<file path="src/rtl/buddy_block_allocator_assert.svh">
// Assertion macros for the buddy block allocator.
`ifndef BUDDY_BLOCK_ALLOCATOR_ASSERT_SVH
`define BUDDY_BLOCK_ALLOCATOR_ASSERT_SVH

// Same-cycle implication.
`define BBA_ASSERT_NOW(lbl, ante, cons, msg) \
  lbl: assert property (@(posedge clk) disable iff (rst) (ante) |-> (cons)) else $error(msg);

// Next-cycle implication.
`define BBA_ASSERT_NEXT(lbl, ante, cons, msg) \
  lbl: assert property (@(posedge clk) disable iff (rst) (ante) |=> (cons)) else $error(msg);

`endif

</file>
<file path="src/rtl/bba_pkg.sv">
// Package: item types, codes, controller states and control structs.
package bba_pkg;

  localparam int OW    = 5;
  localparam int CFG_W = 4;

  localparam int BLK_SHIFT      = 5;
  localparam int MAX_POOL_ORDER = 10;

  localparam logic [1:0] ST_OK      = 2'd0;
  localparam logic [1:0] ST_NOSPACE = 2'd1;
  localparam logic [1:0] ST_BADFREE = 2'd2;

  localparam logic REQ_ALLOC = 1'b0;
  localparam logic REQ_FREE  = 1'b1;

  typedef struct packed {
    logic        req_type;
    logic [15:0] req_size;
    logic [14:0] free_offset;
  } req_t;

  typedef struct packed {
    logic [1:0]  status;
    logic [14:0] alloc_offset;
    logic [3:0]  block_order;
  } rsp_t;

  typedef enum logic [4:0] {
    S_INIT, S_IDLE, S_DECODE,
    S_A_SEARCH, S_A_SPLIT, S_A_POPWT, S_A_PUSHB, S_A_PUSHL, S_A_FINWT,
    S_F_CHECK, S_F_SCANRD, S_F_SCANWT, S_F_MOVRD, S_F_MOVWT, S_F_PUSH,
    S_OUT
  } state_t;

  typedef struct packed {
    logic load;
    logic init_wr;
    logic e_inc;
    logic e_dec;
    logic pop;
    logic take_blk;
    logic push_buddy;
    logic push_blk;
    logic scan_init;
    logic scan_rd;
    logic mov_rd;
    logic mov_wr;
    logic take_done;
    logic res_err1;
    logic res_err2;
    logic res_alloc;
    logic res_free;
  } dp_cmd_t;

  typedef struct packed {
    logic is_free;
    logic ord_gt_pool;
    logic e_gt_pool;
    logic e_gt_ord;
    logic e_lt_pool;
    logic cnt_zero;
    logic i_zero;
    logic match;
    logic j_last;
  } dp_stat_t;

endpackage

</file>
<file path="src/rtl/bba_ctrl.sv">
// Controller: sequences search, split, scan, compaction and merge steps.
module bba_ctrl import bba_pkg::*; (
  input  logic     clk,
  input  logic     rst,
  input  logic     cfg_acc,
  input  logic     in_valid,
  input  logic     out_ready,
  input  dp_stat_t st,
  output logic     in_ready,
  output logic     out_valid,
  output dp_cmd_t  cmd
);

  state_t state, state_next;

  always_ff @(posedge clk) begin
    if (rst) begin
      state <= S_INIT;
    end else if (cfg_acc) begin
      state <= S_INIT;
    end else begin
      state <= state_next;
    end
  end

  always_comb begin
    state_next = state;
    case (state)
      S_INIT:     state_next = S_IDLE;
      S_IDLE:     if (in_valid) state_next = S_DECODE;
      S_DECODE: begin
        if (st.ord_gt_pool) state_next = S_OUT;
        else if (st.is_free) state_next = S_F_CHECK;
        else state_next = S_A_SEARCH;
      end
      S_A_SEARCH: begin
        if (st.e_gt_pool) state_next = S_OUT;
        else if (!st.cnt_zero) state_next = S_A_SPLIT;
      end
      S_A_SPLIT:  state_next = st.e_gt_ord ? S_A_POPWT : S_A_FINWT;
      S_A_POPWT:  state_next = S_A_PUSHB;
      S_A_PUSHB:  state_next = S_A_PUSHL;
      S_A_PUSHL:  state_next = S_A_SPLIT;
      S_A_FINWT:  state_next = S_OUT;
      S_F_CHECK:  state_next = st.e_lt_pool ? S_F_SCANRD : S_F_PUSH;
      S_F_SCANRD: state_next = st.i_zero ? S_F_PUSH : S_F_SCANWT;
      S_F_SCANWT: state_next = st.match ? S_F_MOVRD : S_F_SCANRD;
      S_F_MOVRD:  state_next = st.j_last ? S_F_CHECK : S_F_MOVWT;
      S_F_MOVWT:  state_next = S_F_MOVRD;
      S_F_PUSH:   state_next = S_OUT;
      S_OUT:      if (out_ready) state_next = S_IDLE;
      default:    state_next = S_INIT;
    endcase
  end

  always_comb begin
    cmd       = '0;
    in_ready  = 1'b0;
    out_valid = 1'b0;
    case (state)
      S_INIT:     cmd.init_wr = 1'b1;
      S_IDLE: begin
        in_ready = 1'b1;
        cmd.load = in_valid;
      end
      S_DECODE: begin
        cmd.res_err1 = st.ord_gt_pool && !st.is_free;
        cmd.res_err2 = st.ord_gt_pool && st.is_free;
      end
      S_A_SEARCH: begin
        cmd.res_err1 = st.e_gt_pool;
        cmd.e_inc    = !st.e_gt_pool && st.cnt_zero;
      end
      S_A_SPLIT:  cmd.pop = 1'b1;
      S_A_POPWT: begin
        cmd.take_blk = 1'b1;
        cmd.e_dec    = 1'b1;
      end
      S_A_PUSHB:  cmd.push_buddy = 1'b1;
      S_A_PUSHL:  cmd.push_blk = 1'b1;
      S_A_FINWT:  cmd.res_alloc = 1'b1;
      S_F_CHECK:  cmd.scan_init = st.e_lt_pool;
      S_F_SCANRD: cmd.scan_rd = !st.i_zero;
      S_F_MOVRD: begin
        cmd.mov_rd    = !st.j_last;
        cmd.take_done = st.j_last;
      end
      S_F_MOVWT:  cmd.mov_wr = 1'b1;
      S_F_PUSH: begin
        cmd.push_blk = 1'b1;
        cmd.res_free = 1'b1;
      end
      S_OUT:      out_valid = 1'b1;
      default:    cmd = '0;
    endcase
  end

endmodule

</file>
<file path="config.mk">
export PLATFORM = sky130hd
export DESIGN_NAME = bba_ctrl
export DESIGN_NICKNAME = d
export VERILOG_FILES = /design/src/rtl/buddy_block_allocator_assert.svh /design/src/rtl/bba_pkg.sv /design/src/rtl/bba_ctrl.sv
export SDC_FILE = /design/constraint.sdc
export NUM_CORES = 1
export LEC_CHECK = 0
export BUFFER_PORTS_ARGS = -buffer_cell sky130_fd_sc_hd__buf_2
export CAP_MARGIN = 20
export CORE_MARGIN = 1
export CORE_UTILIZATION = 38
export DETAILED_ROUTE_END_ITERATION = 16
export PLACE_DENSITY_LB_ADDON = 0.3
export SETUP_SLACK_MARGIN = 0.1
export SLEW_MARGIN = 30
export SYNTH_ARGS = -nofsm -noshare
export SYNTH_HDL_FRONTEND = slang
export SYNTH_SLANG_ARGS = --single-unit
</file>
<file path="constraint.sdc">
create_clock -name clk -period 1.2 [get_ports clk]
set_input_delay 0.06 -clock clk [delete_from_list [all_inputs] [get_ports clk]]
set_output_delay 0.06 -clock clk [all_outputs]
set_load 0.05 [all_outputs]
</file>
==> results of run 1 <==
## cells by family after synthesis
kind of cell / share of synthesized area
DFF: 0.138
AOI/OAI and AO/OA: 0.282
buffers and inverters: 0.127
xor gates and xnor gates: 0.0151
and+or+nand+nor: 0.439
## synth_stat cells
| library cell | number |
|---|---|
| a21boi_0 | 1 |
| a21o_1 | 1 |
| a21oi_1 | 6 |
| a311oi_1 | 1 |
| a311oi_2 | 1 |
| a31oi_1 | 1 |
| a41oi_1 | 1 |
| and2_1 | 1 |
| and3_1 | 1 |
| and4b_1 | 1 |
| buf_2 | 5 |
| buf_4 | 2 |
| buf_6 | 1 |
| clkbuf_1 | 1 |
| dfxtp_1 | 4 |
| inv_1 | 5 |
| nand2_1 | 6 |
| nand2b_1 | 4 |
| nand3_1 | 1 |
| nor2_1 | 11 |
| nor3_1 | 10 |
| nor3b_1 | 3 |
| nor4_1 | 1 |
| nor4_2 | 1 |
| nor4b_1 | 2 |
| o211ai_1 | 1 |
| o21a_1 | 1 |
| o21ai_0 | 2 |
| o22ai_1 | 2 |
| o31ai_1 | 1 |
| o32a_1 | 1 |
| o32ai_1 | 1 |
| o32ai_2 | 1 |
| or2_1 | 1 |
| or3_1 | 1 |
| or3b_1 | 2 |
| xnor2_1 | 1 |
## per-stage QoR
| step | hold WS, ns | cells | cell area [um^2] |
|---|---|---|---|
| 3_5_place_dp | 0.238 | 156 | 1170 |
| 3_3_place_gp | 0.228 | 156 | 1170 |
| 2_1_floorplan | 0.125 | 87 | 852 |
==> impl_metrics.tcl, run 1 <==
set metrics [dict create \
    clock-sinks 4 \
    yosysWarnings 0 \
    yosysSeqAreaShare 0.138 \
    syn_area_um2 582 \
    synth_area_per_cell_um2 6.69 \
    lastStage "clock tree synthesis (4_1_cts)" \
    outcome "aborted with a tool error" \
    firstError "[ERROR DPL-0038] Utilization greater than 100%, impossible to legalize" \
    synth_top_area_frac 0.138 \
    synth_cell_type_count 37 \
    rows 13 \
    cts_hold_buf 2 \
    initial_utilization 0.426 \
    ys_ff_latch 4 \
    gp_congestion 0.831 \
    die_h_um 41.1 \
    root_buffer "clkbuf_4" \
    port_buffers 32 \
    htreeDepth 1 \
    cts_resized 65 \
    ioPinCount 33 \
    dp_hpwl_mm 1.80 \
    netlist_instances 87 \
    numCtsBuffers 3 \
    synthTopCellsByArea "dfxtp_1 14%, nor3_1 8.6%, nor2_1 7.1%" \
    post_cts_buffers 11 \
    yosys.area.top_type "dfxtp_1" \
    cts_buffer_depth 2 \
    dieWidth_um 41.1 \
    pre_cts_slack_ns -0.213 \
    syn-num-nets 101 \
]
==> run 2, diff against run 1 <==
--- a/config.mk
+++ b/config.mk
@@ -7,11 +7,10 @@
 export LEC_CHECK = 0
 export BUFFER_PORTS_ARGS = -buffer_cell sky130_fd_sc_hd__buf_2
 export CAP_MARGIN = 20
-export CORE_MARGIN = 1
-export CORE_UTILIZATION = 38
+export CORE_AREA = 2 2 63 65
 export DETAILED_ROUTE_END_ITERATION = 16
-export PLACE_DENSITY_LB_ADDON = 0.3
-export SETUP_SLACK_MARGIN = 0.1
+export DIE_AREA = 0 0 65 67
+export PLACE_DENSITY_LB_ADDON = 0.15
 export SLEW_MARGIN = 30
 export SYNTH_ARGS = -nofsm -noshare
 export SYNTH_HDL_FRONTEND = slang
==> constraint.sdc (replaced) <==
create_clock -name clk -period 1.6 [get_ports clk]
set_input_delay 0.08 -clock clk [delete_from_list [all_inputs] [get_ports clk]]
set_output_delay 0.08 -clock clk [all_outputs]
set_load 0.05 [all_outputs]
==> run 2 against run 1 <==
  * The flow now finishes without violations
  * Synthesized cell count is the same
  * Area after synthesis is the same
==> impl_metrics.tcl, run 2 <==
set metrics [dict create \
    yosysMostFrequentCell "nor2_1" \
    viasPerCell 4.39 \
    final.fill_count 413 \
    htreeDepth 1 \
    setup-violations-final 0 \
    clk_pin_slew_ns 0.03 \
    dieWidth_um 65 \
    skew_ns 0.00659 \
    fmax_ghz 0.656 \
    layout_common_cells "26 x buf_2, 23 x buf_4, 8 x nor2_1" \
    finalCriticalPeriod_ns 1.52 \
    syn-num-nets 101 \
    die-area_um2 4360 \
    yosysSeqAreaShare 0.138 \
    initial_utilization 0.161 \
    root_buffer "clkbuf_8" \
    drt_wl_total_mm 2.19 \
    p_leak_nw 0.440 \
    slew_violations 0 \
    synth_area_per_cell_um2 6.69 \
    clock-sinks 4 \
    hold_path_class "input port to register" \
    grt.total_usage 0.105 \
    firstDrtPassIters 4 \
    final_area_um2 1000 \
    rsz0062_at_grt "true" \
    numCtsBuffers 3 \
    synth_cell_type_count 37 \
    rr_worst_depth 5 \
    path_max_fanout 7 \
    yosys.area.top_type "dfxtp_1" \
    biggestRegsByFlops "state (4)" \
    netlist_instances 87 \
    vdd.ir_drop.worst_v 0.000444 \
    maxCapViolCount 0 \
    min-delay-start "cfg_acc" \
    route.detailed.drc 0 \
    p_per_area_nw_per_um2 675 \
    final_layout_size_suffix_gt1_frac 0.534 \
    ff2ff_setup_slack_ns 0.11 \
    gp_congestion 0.749 \
    ys_dominant_reg_cell "dfxtp_1" \
    vias 785 \
    drt_iter0_drc 26 \
    place_area_um2 932 \
    route.antenna.remaining_nets 0 \
    path_class "register to primary output" \
    final_util 0.277 \
    dp.cells 176 \
    synth_top_area_frac 0.138 \
    layout_commonest_cell "buf_2" \
    r2r-end "state[3]" \
    coreArea_um2 3610 \
    grt_antenna_before_repair 0 \
    syn_area_um2 582 \
    startpoint_type "register" \
    syn_to_final_growth_pct 71.8 \
    antenna_cells 0 \
    synth_commonest_cells "11 x nor2_1, 10 x nor3_1, 6 x a21oi_1, 6 x nand2_1" \
    dp_hpwl_mm 1.82 \
    rows 22 \
    grt_pass1_wl_mm 3.49 \
    outcome "finished clean" \
    synth_edf_count 0 \
    yosysWarnings 0 \
    finalSetupTns_ns 0 \
    grt_pass1_vias 750 \
    crit_path_end_kind "primary output" \
    multiInputGateArea_um2 483 \
    worstHoldPathCells 2 \
    slew_headroom 0.724 \
    required_ns 1.52 \
    ioPinCount 33 \
    die_h_um 67 \
    largest_reg_flops 4 \
    synthTopCellsByArea "dfxtp_1 14%, nor3_1 8.6%, nor2_1 7.1%" \
    overflow 0 \
    grt_max_degree 10 \
    ys_ff_latch 4 \
    ys_async_sr_fraction 0 \
    fin_cells 179 \
    max_slew.worst_pin.slew_ns 0.411 \
    seqCellArea_um2 82.6 \
    largest-register "state" \
    cts_tree "yes" \
    r2r-start "state[2]" \
    post_cts_buffers 0 \
    wire_per_inst_um 12.2 \
    arrival_ns 1.44 \
    min_to "state[0]" \
    report.final.hold_viol_count 0 \
    insertion_delay_ns 0.22 \
    port_buffers 32 \
    fin_crit_sh 0.953 \
    cts_buffer_depth 2 \
    nets 147 \
]
run 2: cell counts after synthesis:
Identical to the previous run, type by type.
run 2: how the worst max path moves through the flow:
stage               startpoint        to  slack, ns  cells after the start
global route          state[2]   cmd[15]     -0.005                      4
global placement      state[1]  state[2]       0.08                      5
detailed placement    state[2]   cmd[14]       0.12                      4
floorplan             state[0]   cmd[12]      -0.25                      3
CTS                   state[3]    cmd[4]      0.009                      4
finish                state[2]   cmd[16]       0.08                      5
run 2: per-stage QoR:
stage	hold slack [ns]	total power [mW]	setup slack, ns
finish	0.0350	0.675	0.0758
global route	0.0429	0.712	-0.00512
CTS	0.0481	0.673	0.00945
detailed placement	0.276	0.451	0.120
global placement	0.273	0.455	0.0782
floorplan	0.152	0.337	-0.249
run 2: where the power goes:
| group | switching (mW) | internal (mW) |
|---|---|---|
| Clock | 0.0535 | 0.160 |
| Combinational | 0.198 | 0.136 |
| Sequential | 0.0166 | 0.110 |
| Total | 0.268 | 0.407 |
run 2: cell type report:
class / instances / share of cell area
clock buffers: 3 / 0.0413
inverters: 5 / 0.0188
multi-input cells: 69 / 0.483
flip-flops and latches: 4 / 0.0826
well taps: 48 / 0.0601
repair buffers: 50 / 0.314
run 2: repair_timing:
item                                    CTS  global route
gates resized for setup                   6             7
hold buffers                              0             0
pin swaps                                 0             1
endpoints found under the setup margin    4             8
run 2: cells by family (layout without fill, tap and decap cells):
family | after synthesis | in the layout | share of synthesized area
flops | 4 | 4 | 0.138
buf+inv | 14 | 58 | 0.127
compound gates | 22 | 22 | 0.282
simple gates | 46 | 46 | 0.439
xor+xnor | 1 | 1 | 0.0151
run 2: critical path, stage by stage (launching register included):
cell,delay (ns)
dfxtp_1,0.36
or2_4,0.31
buf_4,0.15
nor2_2,0.08
and2_2,0.14
buf_4,0.18
run 2: routing by layer:
metal | up-vias | part of all wire | global-route usage | routed length [um]
li1 | 403 | - | - | -
met4 | 0 | 0 | 0 | 0
met1 | 362 | 0.46 | 0.127 | 1010
met5 | - | 0 | 0 | 0
met2 | 20 | 0.49 | 0.188 | 1070
met3 | 0 | 0.049 | 0.0355 | 108
Note: power is estimated with default switching activity, not from simulation.
